[config.mk]
export PLATFORM = sky130hd
export DESIGN_NAME = two_class_priority_aging_scheduler_top
export DESIGN_NICKNAME = d
export VERILOG_FILES = /design/src/hw/rtl/tcpas_pkg.sv /design/src/hw/rtl/tcpas_ram.sv /design/src/hw/rtl/two_class_priority_aging_scheduler_top.sv
export SDC_FILE = /design/constraint.sdc
export NUM_CORES = 2
export LEC_CHECK = 0
export ABC_AREA = 1
export BUFFER_PORTS_ARGS = -buffer_cell sky130_fd_sc_hd__buf_2
export CAP_MARGIN = 20
export CORE_AREA = 2 2 403 405
export DETAILED_ROUTE_END_ITERATION = 8
export DIE_AREA = 0 0 405 407
export GPL_ROUTABILITY_DRIVEN = 0
export PLACE_DENSITY_LB_ADDON = 0.2
export SLEW_MARGIN = 40
export SYNTH_ARGS = -nofsm -noshare
export SYNTH_HDL_FRONTEND = slang
export SYNTH_SLANG_ARGS = --single-unit
[constraint.sdc]
create_clock -name clk -period 5.9 [get_ports clk]
set_input_delay 0.59 -clock clk [delete_from_list [all_inputs] [get_ports clk]]
set_output_delay 0.59 -clock clk [all_outputs]
set_load 0.1 [all_outputs]
[src/hw/rtl/tcpas_pkg.sv]
// ----------------------------------------------------------------------------
// tcpas_pkg
// Shared types and constants of the two-class priority aging scheduler.
// ----------------------------------------------------------------------------
`default_nettype none

package tcpas_pkg;

  localparam int QUEUE_DEPTH = 16;
  localparam int PTR_W       = $clog2(QUEUE_DEPTH);
  localparam int CNT_W       = $clog2(QUEUE_DEPTH + 1);
  localparam int TIME_W      = 20;
  localparam int BURST_W     = 12;
  localparam int ID_W        = 8;

  localparam logic [TIME_W-1:0] TIME_MAX    = {TIME_W{1'b1}};
  localparam logic [TIME_W-1:0] AGING_RESET = TIME_W'(100);

  typedef enum logic [1:0] {
    OP_ENQ_LOW  = 2'd0,
    OP_ENQ_HIGH = 2'd1,
    OP_SERVE    = 2'd2
  } op_e;

  typedef enum logic [1:0] {
    ST_ACCEPTED = 2'd0,
    ST_DROPPED  = 2'd1,
    ST_SERVED   = 2'd2,
    ST_EMPTY    = 2'd3
  } status_e;

  typedef struct packed {
    logic [1:0]         op;
    logic [BURST_W-1:0] burst;
  } req_t;

  typedef struct packed {
    logic [1:0]        status;
    logic              high_class;
    logic [ID_W-1:0]   job_id;
    logic [TIME_W-1:0] wait_time;
    logic              last;
  } rsp_t;

  // One queued job as held in a queue memory.
  typedef struct packed {
    logic [ID_W-1:0]    id;
    logic [TIME_W-1:0]  stamp;
    logic [BURST_W-1:0] burst;
  } entry_t;

endpackage

`default_nettype wire

[src/hw/rtl/tcpas_ram.sv]
// ----------------------------------------------------------------------------
// tcpas_ram
// Job queue storage: one write port, one read port, registered read data.
// ----------------------------------------------------------------------------
`default_nettype none

module tcpas_ram (
  input  wire                          clk,
  input  wire                          we,
  input  wire  [tcpas_pkg::PTR_W-1:0]  waddr,
  input  wire  tcpas_pkg::entry_t      wdata,
  input  wire  [tcpas_pkg::PTR_W-1:0]  raddr,
  output tcpas_pkg::entry_t            rdata
);

  tcpas_pkg::entry_t mem [tcpas_pkg::QUEUE_DEPTH];

  always_ff @(posedge clk) begin
    if (we) begin
      mem[waddr] <= wdata;
    end
  end

  always_ff @(posedge clk) begin
    rdata <= mem[raddr];
  end

endmodule

`default_nettype wire

[src/hw/rtl/two_class_priority_aging_scheduler_top.sv]
// ----------------------------------------------------------------------------
// two_class_priority_aging_scheduler_top
// Two-class FIFO job scheduler with aging, one memory per class queue.
// ----------------------------------------------------------------------------
// Usage:
//   Command channel: present req and raise start; the item is taken at a
//   rising edge where start is high and busy is low. req.op selects enqueue
//   low, enqueue high, or a serve round (any op with bit 1 set).
//   Result channel: each result item sits on rsp for exactly one cycle with
//   strobe high; rsp.last marks the final result of a command. The receiver
//   cannot stall, so results are never held.
//   Config channel: cfg_data is the aging threshold, written when cfg_valid
//   and cfg_ready are both high; cfg_ready is high only while idle.
// Sequencing:
//   Enqueue: result strobe in the cycle after acceptance; the block passes
//   through FIN and takes the next command once it is back in IDLE.
//   Serve round: every result costs an EVAL decision, followed by GAP for
//   the queue memory to return the new head after the head pointer advances
//   (synchronous read), or by FIN after the final result.
// Reset:
//   rst clears heads, counts, arrival counters and elapsed time and loads
//   the threshold with 100. Queue memories are not cleared; counts gate
//   every read.
// ----------------------------------------------------------------------------
`default_nettype none

module two_class_priority_aging_scheduler_top (
  input  wire                             clk,
  input  wire                             rst,
  input  wire                             start,
  output logic                            busy,
  input  wire  tcpas_pkg::req_t           req,
  output logic                            strobe,
  output tcpas_pkg::rsp_t                 rsp,
  input  wire                             cfg_valid,
  output logic                            cfg_ready,
  input  wire  [tcpas_pkg::TIME_W-1:0]    cfg_data
);

  localparam int PTR_W  = tcpas_pkg::PTR_W;
  localparam int CNT_W  = tcpas_pkg::CNT_W;
  localparam int TIME_W = tcpas_pkg::TIME_W;
  localparam int ID_W   = tcpas_pkg::ID_W;
  localparam logic [PTR_W:0]   DEPTH_SUM = (PTR_W+1)'(tcpas_pkg::QUEUE_DEPTH);
  localparam logic [CNT_W-1:0] DEPTH_CNT = CNT_W'(tcpas_pkg::QUEUE_DEPTH);
  localparam logic [PTR_W-1:0] LAST_PTR  = PTR_W'(tcpas_pkg::QUEUE_DEPTH - 1);

  // Sequencer: IDLE takes commands, EVAL picks the next service from the
  // registered head entries, GAP waits for the memory after a head move,
  // FIN shows the final result.
  typedef enum logic [3:0] {
    S_IDLE = 4'b0001,
    S_EVAL = 4'b0010,
    S_GAP  = 4'b0100,
    S_FIN  = 4'b1000
  } state_t;

  typedef enum logic {
    PH_AGE_HIGH = 1'b0,
    PH_AGE_LOW  = 1'b1
  } phase_t;

  state_t state, state_next;
  phase_t phase, phase_next;

  logic [PTR_W-1:0]  high_head, high_head_next, low_head, low_head_next;
  logic [CNT_W-1:0]  high_count, high_count_next, low_count, low_count_next;
  logic [ID_W-1:0]   high_arrivals, high_arrivals_next;
  logic [ID_W-1:0]   low_arrivals, low_arrivals_next;
  logic [TIME_W-1:0] elapsed_time, elapsed_time_next;
  logic [TIME_W-1:0] aging_threshold;
  tcpas_pkg::rsp_t   rsp_next;
  logic              strobe_next;

  // Queue memory ports
  logic              hi_we, lo_we;
  logic [PTR_W-1:0]  wr_addr;
  tcpas_pkg::entry_t wr_entry;
  tcpas_pkg::entry_t hi_rdata, lo_rdata;

  // Enqueue datapath
  logic              enq_high;
  logic [CNT_W-1:0]  enq_count;
  logic [PTR_W-1:0]  enq_head;
  logic [PTR_W:0]    tail_sum;
  logic [ID_W-1:0]   enq_id;

  // Service datapath
  logic [TIME_W-1:0] high_wait, low_wait, srv_wait;
  logic              high_aged, low_aged;
  logic              do_serve, srv_high, srv_last;
  tcpas_pkg::entry_t srv_ent;
  logic [TIME_W:0]   elapsed_sum;

  tcpas_ram u_high_ram (
    .clk   (clk),
    .we    (hi_we),
    .waddr (wr_addr),
    .wdata (wr_entry),
    .raddr (high_head),
    .rdata (hi_rdata)
  );

  tcpas_ram u_low_ram (
    .clk   (clk),
    .we    (lo_we),
    .waddr (wr_addr),
    .wdata (wr_entry),
    .raddr (low_head),
    .rdata (lo_rdata)
  );

  assign busy      = (state != S_IDLE);
  assign cfg_ready = (state == S_IDLE);

  // Head waits; stamps never exceed elapsed time, but clamp at zero anyway.
  assign high_wait = (elapsed_time >= hi_rdata.stamp) ? elapsed_time - hi_rdata.stamp : '0;
  assign low_wait  = (elapsed_time >= lo_rdata.stamp) ? elapsed_time - lo_rdata.stamp : '0;
  assign high_aged = (high_count != '0) && (high_wait > aging_threshold);
  assign low_aged  = (low_count != '0) && (low_wait > aging_threshold);

  // Enqueue target: tail = head + count, wrapped once.
  assign enq_high  = (req.op == tcpas_pkg::OP_ENQ_HIGH);
  assign enq_count = enq_high ? high_count : low_count;
  assign enq_head  = enq_high ? high_head : low_head;
  assign enq_id    = (enq_high ? high_arrivals : low_arrivals) + ID_W'(1);
  assign tail_sum  = {1'b0, enq_head} + {1'b0, enq_count[PTR_W-1:0]};
  assign wr_addr   = (tail_sum >= DEPTH_SUM) ? PTR_W'(tail_sum - DEPTH_SUM)
                                             : tail_sum[PTR_W-1:0];

  assign wr_entry.id    = enq_id;
  assign wr_entry.stamp = elapsed_time;
  assign wr_entry.burst = req.burst;

  // Service pick for the EVAL cycle: aged high heads, then aged low heads,
  // then one plain service by class priority.
  always_comb begin
    do_serve   = 1'b0;
    srv_high   = 1'b0;
    srv_last   = 1'b1;
    phase_next = phase;
    priority if ((phase == PH_AGE_HIGH) && high_aged) begin
      do_serve = 1'b1;
      srv_high = 1'b1;
      srv_last = 1'b0;
    end else if (low_aged) begin
      do_serve   = 1'b1;
      srv_last   = 1'b0;
      phase_next = PH_AGE_LOW;
    end else if (high_count != '0) begin
      do_serve = 1'b1;
      srv_high = 1'b1;
    end else if (low_count != '0) begin
      do_serve = 1'b1;
    end
    if (state == S_IDLE) begin
      phase_next = PH_AGE_HIGH;
    end else if (state != S_EVAL) begin
      phase_next = phase;
    end
  end

  assign srv_ent     = srv_high ? hi_rdata : lo_rdata;
  assign srv_wait    = srv_high ? high_wait : low_wait;
  assign elapsed_sum = {1'b0, elapsed_time} + (TIME_W+1)'(srv_ent.burst);

  always_comb begin
    state_next         = state;
    high_head_next     = high_head;
    low_head_next      = low_head;
    high_count_next    = high_count;
    low_count_next     = low_count;
    high_arrivals_next = high_arrivals;
    low_arrivals_next  = low_arrivals;
    elapsed_time_next  = elapsed_time;
    rsp_next           = rsp;
    strobe_next        = 1'b0;
    hi_we              = 1'b0;
    lo_we              = 1'b0;

    unique case (state)
      S_IDLE: begin
        if (start) begin
          if ((req.op == tcpas_pkg::OP_ENQ_HIGH) || (req.op == tcpas_pkg::OP_ENQ_LOW)) begin
            // Enqueue: one result, shown in FIN.
            state_next          = S_FIN;
            strobe_next         = 1'b1;
            rsp_next.high_class = enq_high;
            rsp_next.wait_time  = '0;
            rsp_next.last       = 1'b1;
            if (enq_count >= DEPTH_CNT) begin
              rsp_next.status = tcpas_pkg::ST_DROPPED;
              rsp_next.job_id = '0;
            end else begin
              rsp_next.status = tcpas_pkg::ST_ACCEPTED;
              rsp_next.job_id = enq_id;
              if (enq_high) begin
                hi_we              = 1'b1;
                high_count_next    = high_count + CNT_W'(1);
                high_arrivals_next = enq_id;
              end else begin
                lo_we             = 1'b1;
                low_count_next    = low_count + CNT_W'(1);
                low_arrivals_next = enq_id;
              end
            end
          end else begin
            state_next = S_EVAL;
          end
        end
      end

      S_EVAL: begin
        strobe_next   = 1'b1;
        rsp_next.last = srv_last;
        if (do_serve) begin
          rsp_next.status     = tcpas_pkg::ST_SERVED;
          rsp_next.high_class = srv_high;
          rsp_next.job_id     = srv_ent.id;
          rsp_next.wait_time  = srv_wait;
          elapsed_time_next   = elapsed_sum[TIME_W] ? tcpas_pkg::TIME_MAX
                                                    : elapsed_sum[TIME_W-1:0];
          if (srv_high) begin
            high_head_next  = (high_head == LAST_PTR) ? '0 : high_head + PTR_W'(1);
            high_count_next = high_count - CNT_W'(1);
          end else begin
            low_head_next  = (low_head == LAST_PTR) ? '0 : low_head + PTR_W'(1);
            low_count_next = low_count - CNT_W'(1);
          end
        end else begin
          rsp_next.status     = tcpas_pkg::ST_EMPTY;
          rsp_next.high_class = 1'b0;
          rsp_next.job_id     = '0;
          rsp_next.wait_time  = '0;
        end
        state_next = srv_last ? S_FIN : S_GAP;
      end

      // Wait in GAP so the memory returns the advanced head.
      S_GAP: begin
        state_next = S_EVAL;
      end

      S_FIN: begin
        state_next = S_IDLE;
      end

      default: begin
        state_next = S_IDLE;
      end
    endcase
  end

  always_ff @(posedge clk) begin
    if (rst) begin
      state           <= S_IDLE;
      phase           <= PH_AGE_HIGH;
      high_head       <= '0;
      low_head        <= '0;
      high_count      <= '0;
      low_count       <= '0;
      high_arrivals   <= '0;
      low_arrivals    <= '0;
      elapsed_time    <= '0;
      aging_threshold <= tcpas_pkg::AGING_RESET;
      strobe          <= 1'b0;
    end else begin
      state         <= state_next;
      phase         <= phase_next;
      high_head     <= high_head_next;
      low_head      <= low_head_next;
      high_count    <= high_count_next;
      low_count     <= low_count_next;
      high_arrivals <= high_arrivals_next;
      low_arrivals  <= low_arrivals_next;
      elapsed_time  <= elapsed_time_next;
      strobe        <= strobe_next;
      if (cfg_valid && cfg_ready) begin
        aging_threshold <= cfg_data;
      end
    end
  end

  // Result payload needs no reset; strobe qualifies it.
  always_ff @(posedge clk) begin
    rsp <= rsp_next;
  end

endmodule

`default_nettype wire

## After elaboration in Yosys (flattened, before gate mapping)

Memories as Yosys holds them, arrays and structs flattened. A register that Yosys moved wholly into a read port is not among the register bits.
Cells that the tools add are included.

- Bits in writable memories: 1,280
- Output and inout bits: 35
- Memories: 2
- Bits of input ports: 38
- Bits in registers: 112
- Logic and storage cells: 138

Memory list:

| memory | words | bits a word | read ports | clocked after Yosys merged registers in | write ports | line | text |
|---|---|---|---|---|---|---|---|
| u_high_ram.mem | 16 | 40 | 1 | 1 | 1 | tcpas_ram.sv:16 | `tcpas_pkg::entry_t mem [tcpas_pkg::QUEUE_DEPTH];` |
| u_low_ram.mem | 16 | 40 | 1 | 1 | 1 | tcpas_ram.sv:16 |  |

- Add/sub/neg operators: 12
- Order comparisons: 6
- Reduce and logical (&&, ||, !) cells: 19
- Muxes and demuxes: 61
- Equality and inequality tests: 16
- Bitwise gates (word level): 6

Operators by type and width:

| kind | number |
|---|---|
| 2-to-1 mux 20 bit | 4 |
| 2-to-1 mux 5 bit | 13 |
| 2-to-1 mux 32 bit | 2 |
| one-hot mux 32 bit (2 select lines) | 1 |
| greater-or-equal comparator 20 bit | 2 |
| > comparator 20 bit | 2 |
| 2-to-1 mux 40 bit | 1 |
| subtractor 20 bit | 2 |
| 2-to-1 mux 30 bit | 1 |
| 2-to-1 mux 4 bit | 7 |
| 2-to-1 mux 1 bit | 26 |
| adder 20 x 12 -> 21 bit | 1 |
| one-hot mux 5 bit (2 select lines) | 2 |
| 2-to-1 mux 8 bit | 2 |
| AND reduction 7 bit | 2 |
| != test 2 bit (second input constant) | 6 |
| one-hot mux 4 bit (3 select lines) | 1 |
| AND reduction 3 bit | 4 |
| adder 5 x 1 -> 5 bit (second input constant) | 2 |
| greater-or-equal comparator 5 bit (second input constant) | 2 |
| AND reduction 5 bit | 2 |
| nonzero test 5 bit | 2 |
| subtractor 5 x 1 -> 5 bit (second input constant) | 2 |
| adder 4 x 1 -> 4 bit (second input constant) | 2 |
| other kinds (19) | 29 |

## Depth between registers and ports, before layout

- Word-level depth: 9
- Depth in mapped cells: 41

## Modules after synthesis

A second synthesis with hierarchy kept.

- Cells, all modules: 6,700
- Area, all modules: 66,353.6 um^2

By module, submodules not included:

| module | times used | area each (um^2) | sequential area each (um^2) | cells an instance |
|---|---|---|---|---|
| tcpas_ram (u_high_ram) | 1 | 28,329.7 | 20,019.2 | 2,645 |
| tcpas_ram (u_low_ram) | 1 | 28,318.4 | 20,019.2 | 2,643 |
| two_class_priority_aging_scheduler_top | 1 | 9,705.6 | 2,562.5 | 1,412 |

## Worst setup path after synthesis

OpenSTA, ideal clock, no wires.

- Kind: register to register
- Start: register elapsed_time[0]
- End: register elapsed_time[11]
- Arrival time: 5.041 ns
- Library setup time: 0.070 ns
- Cell stages (with the launch flop): 41
- Data required time: 5.830 ns
- Buffers on the path: 2
- Slack: 0.789 ns
- Path through: dfxtp_1 inv_1 ha_1 inv_1 fa_1 nand3_1 nand2_1 nand2_1 nand3_1 nand2_1 o21ai_1 nand2_1 nand2_1 nand2_1 nand3_1 inv_1 ha_1 nand2_1 [5 not listed] nand2_4 nand2_8 nand2_8 inv_4 buf_4 nand2_1 nand2_1 ha_1 inv_1 fa_1 inv_1 nand3_1 nand2_1 nand2_1 o211ai_2 a21oi_1 buf_2 a21oi_1

- Longest elaborated chain between the ends: 9
- Elaborated cells on any way between the ends: 19
- Those cells by class: add/sub: 3; order compare: 4; mux: 8; reduce/logical: 4

Ends and longest elaborated chain:

| item | line | text |
|---|---|---|
| start: declaration | two_class_priority_aging_scheduler_top.sv:70 | `logic [TIME_W-1:0] elapsed_time, elapsed_time_next;` |
| start signal: assignment | two_class_priority_aging_scheduler_top.sv:276 | `elapsed_time <= elapsed_time_next;` |
| subtractor 20 bit (tied with other cells) | two_class_priority_aging_scheduler_top.sv:118 | `assign low_wait = (elapsed_time >= lo_rdata.stamp) ? elapsed_time - lo_rdata.stamp : '0;` |
| 2-to-1 mux 20 bit, on equally long branches | two_class_priority_aging_scheduler_top.sv:118, two_class_priority_aging_scheduler_top.sv:117 |  |
| > comparator 20 bit, on equally long branches | two_class_priority_aging_scheduler_top.sv:120, two_class_priority_aging_scheduler_top.sv:119 |  |
| logical AND 1 bit, on equally long branches | two_class_priority_aging_scheduler_top.sv:120, two_class_priority_aging_scheduler_top.sv:119 |  |
| 2-to-1 mux 1 bit / logical AND 1 bit (equally long branches) | two_class_priority_aging_scheduler_top.sv:146, two_class_priority_aging_scheduler_top.sv:142 |  |
| 2-to-1 mux 1 bit | two_class_priority_aging_scheduler_top.sv:142 | `priority if ((phase == PH_AGE_HIGH) && high_aged) begin` |
| 2-to-1 mux 40 bit | two_class_priority_aging_scheduler_top.sv:163 | `assign srv_ent = srv_high ? hi_rdata : lo_rdata;` |
| adder 20 x 12 -> 21 bit | two_class_priority_aging_scheduler_top.sv:165 | `assign elapsed_sum = {1'b0, elapsed_time} + (TIME_W+1)'(srv_ent.burst);` |
| 2-to-1 mux 20 bit | two_class_priority_aging_scheduler_top.sv:221 | `elapsed_time_next = elapsed_sum[TIME_W] ? tcpas_pkg::TIME_MAX` |

Several ways; a longest one is shown, not always the timed one.
A chain may end at the register's enable or synchronous reset.

## Worst setup path after layout

- Start: register elapsed_time[0]
- End: register elapsed_time[1]

Same word-level chain as after synthesis.

==> impl_metrics.ini <==
[global_routing]
grt.overflow.total = 0
grt_pass1_vias = 37660
grt_pass1_wl_um = 259900
grt_usage = 0.2138
grt_antenna_before_repair = 7
grt_max_degree = 197

[drt]
ant_nets = 0
wl_um = 178200
wl_per_cell_um = 24.36
via_count = 40130
via_per_inst = 5.483
drt_iter0_drc = 4233
drt_first_pass_iters = 6
drcViolationCount = 0

[sta]
hold_viol = 0
worst_pin_slew_ps = 948.3
drv_slew = 0
max_freq_mhz = 180.9
rsz0062_at_grt = no
min_period_over_period = 0.9369
fin_crit_ps = 5528
finalSetupTns_ps = 0
slew_headroom = 0.3678
clock_skew_ps = 29.58
finalSetupViolations = 0
holdWs_ps = 67.69

[flow_run]
drv_cap = 0

[setup_path]
cp_data_arrival_time_ps = 6260
critPathRequiredTime_ps = 6630
cp_slowest_cell = fa_1
cp-end-kind = flop
crit_type = reg2reg
start_kind = flop
worst-path-max-fanout = 13
slowest_delay_ps = 440
cp_common_cell = nand2_1

[layout]
most-common-layout-cells = edfxtp_1, nor2_1, o21ai_0
multiInputGateArea_sq_um = 16330
area_growth_pct = 14.02
regArea_sq_um = 42620
nFillCells = 14740
drive_above_1_share = 0.1043
fin_nets = 5177
final_common_cell = edfxtp_1

[logic_synthesis]
syn_inst = 4953
syn_area_sq_um = 60650
synth_cell_types = 57
ys_warn_count = 0
synth_seq_cells = 1472
synth_seq_area_share = 0.7024
avgSynthCellArea_sq_um = 12.25
syn_nets = 5101

[floorplan]
die_x_um = 405
die_area_sq_um = 164800
initial_core_util = 0.3786
die_h_um = 407
pin_count = 73
placementRows = 147
fp.coreArea_sq_um = 160200

[clock_network]
cts_sinks = 1472
clkTransAtPathRegs_ps = 60
clock_path_buffers = 3
clk_latency_ps = 810
cts_tree = yes
cts_root_buf = clkbuf_16
cts-buffers-inserted = 153
htree_levels = 4
post_cts.repair.setup_buffers = 0

[run_status]
status = finished clean

[power_and_ir_drop]
vdd_drop_max_uv = 201.0
leakagePower_nw = 24.83
p_per_area_nw_per_um2 = 330.6

[placed_design]
dp_hpwl_um = 101400
io_buffers = 72

[min_path]
hp-class = in2reg
per-layer routing:
metal / vias up / track usage / share of wire
li1: 18240 / - / -
met1: 20260 / 0.3053 / 0.45
met2: 1390 / 0.3397 / 0.46
met3: 235 / 0.03164 / 0.063
met4: 8 / 0.05918 / 0.024
met5: - / 0 / 0.00028
layout make-up:
class                   count  share of cell area
inverters                 229             0.01297
multi-input cells        2973              0.2361
clock inverters            90             0.01064
diodes                      1          0.00003618
well taps                2160             0.03908
repair buffers            200             0.02538
flip-flops and latches   1472              0.6163
clock buffers             193             0.05943
flip-flops by register name (all words and copies together), names as in the netlist:
name	count
high_head	4
rsp	32
aging_threshold	20
strobe	1
elapsed_time	20
u_low_ram.rdata	40
u_high_ram.mem	640
state	4
u_high_ram.rdata	40
phase	1
low_count	5
high_arrivals	8
high_count	5
u_low_ram.mem	640
low_arrivals	8
low_head	4
cells in the mapped netlist (all sizes together):
cell type / instances / area [sq um]
o22ai: 109 / 688.2
ha: 104 / 1301
o221ai: 127 / 1112
a21o: 8 / 60.06
nand3b: 5 / 37.54
clkbuf: 195 / 739.5
xnor2: 19 / 166.4
fa: 6 / 120.1
dfxtp: 160 / 3203
nand4: 22 / 158.9
a31oi: 3 / 18.77
a21boi: 3 / 26.27
a31o: 1 / 8.760
edfxtp: 1312 / 39400
o32ai: 100 / 875.8
inv: 224 / 843.3
nand2: 523 / 2043
buf: 85 / 469.2
or2: 5 / 31.28
nor4: 2 / 12.51
o21a: 6 / 45.04
a21oi: 137 / 700.7
nand3: 198 / 1036
xor2: 30 / 270.3
nor3: 12 / 81.33
o21ai: 600 / 3014
clkinv: 5 / 20.01
nor2: 848 / 3236
mux2i: 60 / 600.6
o21bai: 3 / 22.52
o211ai: 41 / 312.8
metrics by stage:
stage | total power, W | cells | instance area [sq um] | setup slack, ps | util
2_1_floorplan | 0.01305 | 4953 | 60650 | 788.8 | -
3_3_place_gp | 0.01367 | 7023 | 64050 | 309.7 | 0.3998
3_5_place_dp | 0.01368 | 7028 | 64150 | 332.3 | 0.4005
4_1_cts | 0.02301 | 7314 | 69030 | 304.4 | 0.4309
5_1_grt | 0.02360 | 7318 | 69160 | 5.441 | 0.4317
6_report | 0.02286 | 7318 | 69160 | 372.2 | 0.4317
final timing paths:
path	startpoint	to	slack [ps]	depth (start not counted)
setup / recovery	elapsed_time[0]$_SDFFE_PP0P_	elapsed_time[1]$_SDFFE_PP0P_	370	37
setup reg to reg	elapsed_time[0]$_SDFFE_PP0P_	elapsed_time[1]$_SDFFE_PP0P_	370	37
hold / removal	cfg_data[0]	aging_threshold[0]$_SDFFE_PP0P_	70	3
hold reg to reg	phase$_SDFFE_PP0P_	phase$_SDFFE_PP0P_	460	2
cell families (layout without fill, tap and decap cells):
logic type	Yosys count	after routing	share of synthesized area
adders and majority gates	110	110	0.02343
DFF	1472	1472	0.7024
other	0	1	0
muxes	60	60	0.009902
buffers and inverters	509	712	0.03416
and+or+nand+nor	1615	1616	0.1094
AOI/OAI and AO/OA	1138	1138	0.1135
xor gates and xnor gates	49	49	0.007199
report_power, final:
| part | switching (W) | total, W | internal [W] |
|---|---|---|---|
| Clock | 0.00409 | 0.00937 | 0.00527 |
| Sequential | 0.0000912 | 0.0116 | 0.0115 |
| Combinational | 0.00140 | 0.00187 | 0.000469 |
| Total | 0.00559 | 0.0229 | 0.0173 |
critical path: cells and delay by family (launching register included):
family,cells,cell delay [ps]
compound gates,4,550
xor+xnor,1,360
fa+ha+maj,5,1500
buf+inv,7,800
flops,1,310
simple gates,20,1910
timing repair:
item / CTS / global route
gates resized for setup: 0 / 13
setup endpoints to repair: 0 / 19
endpoints found under the hold margin: 3 / 0
hold buffers: 3 / 0
(Power assumes the default switching activity.)
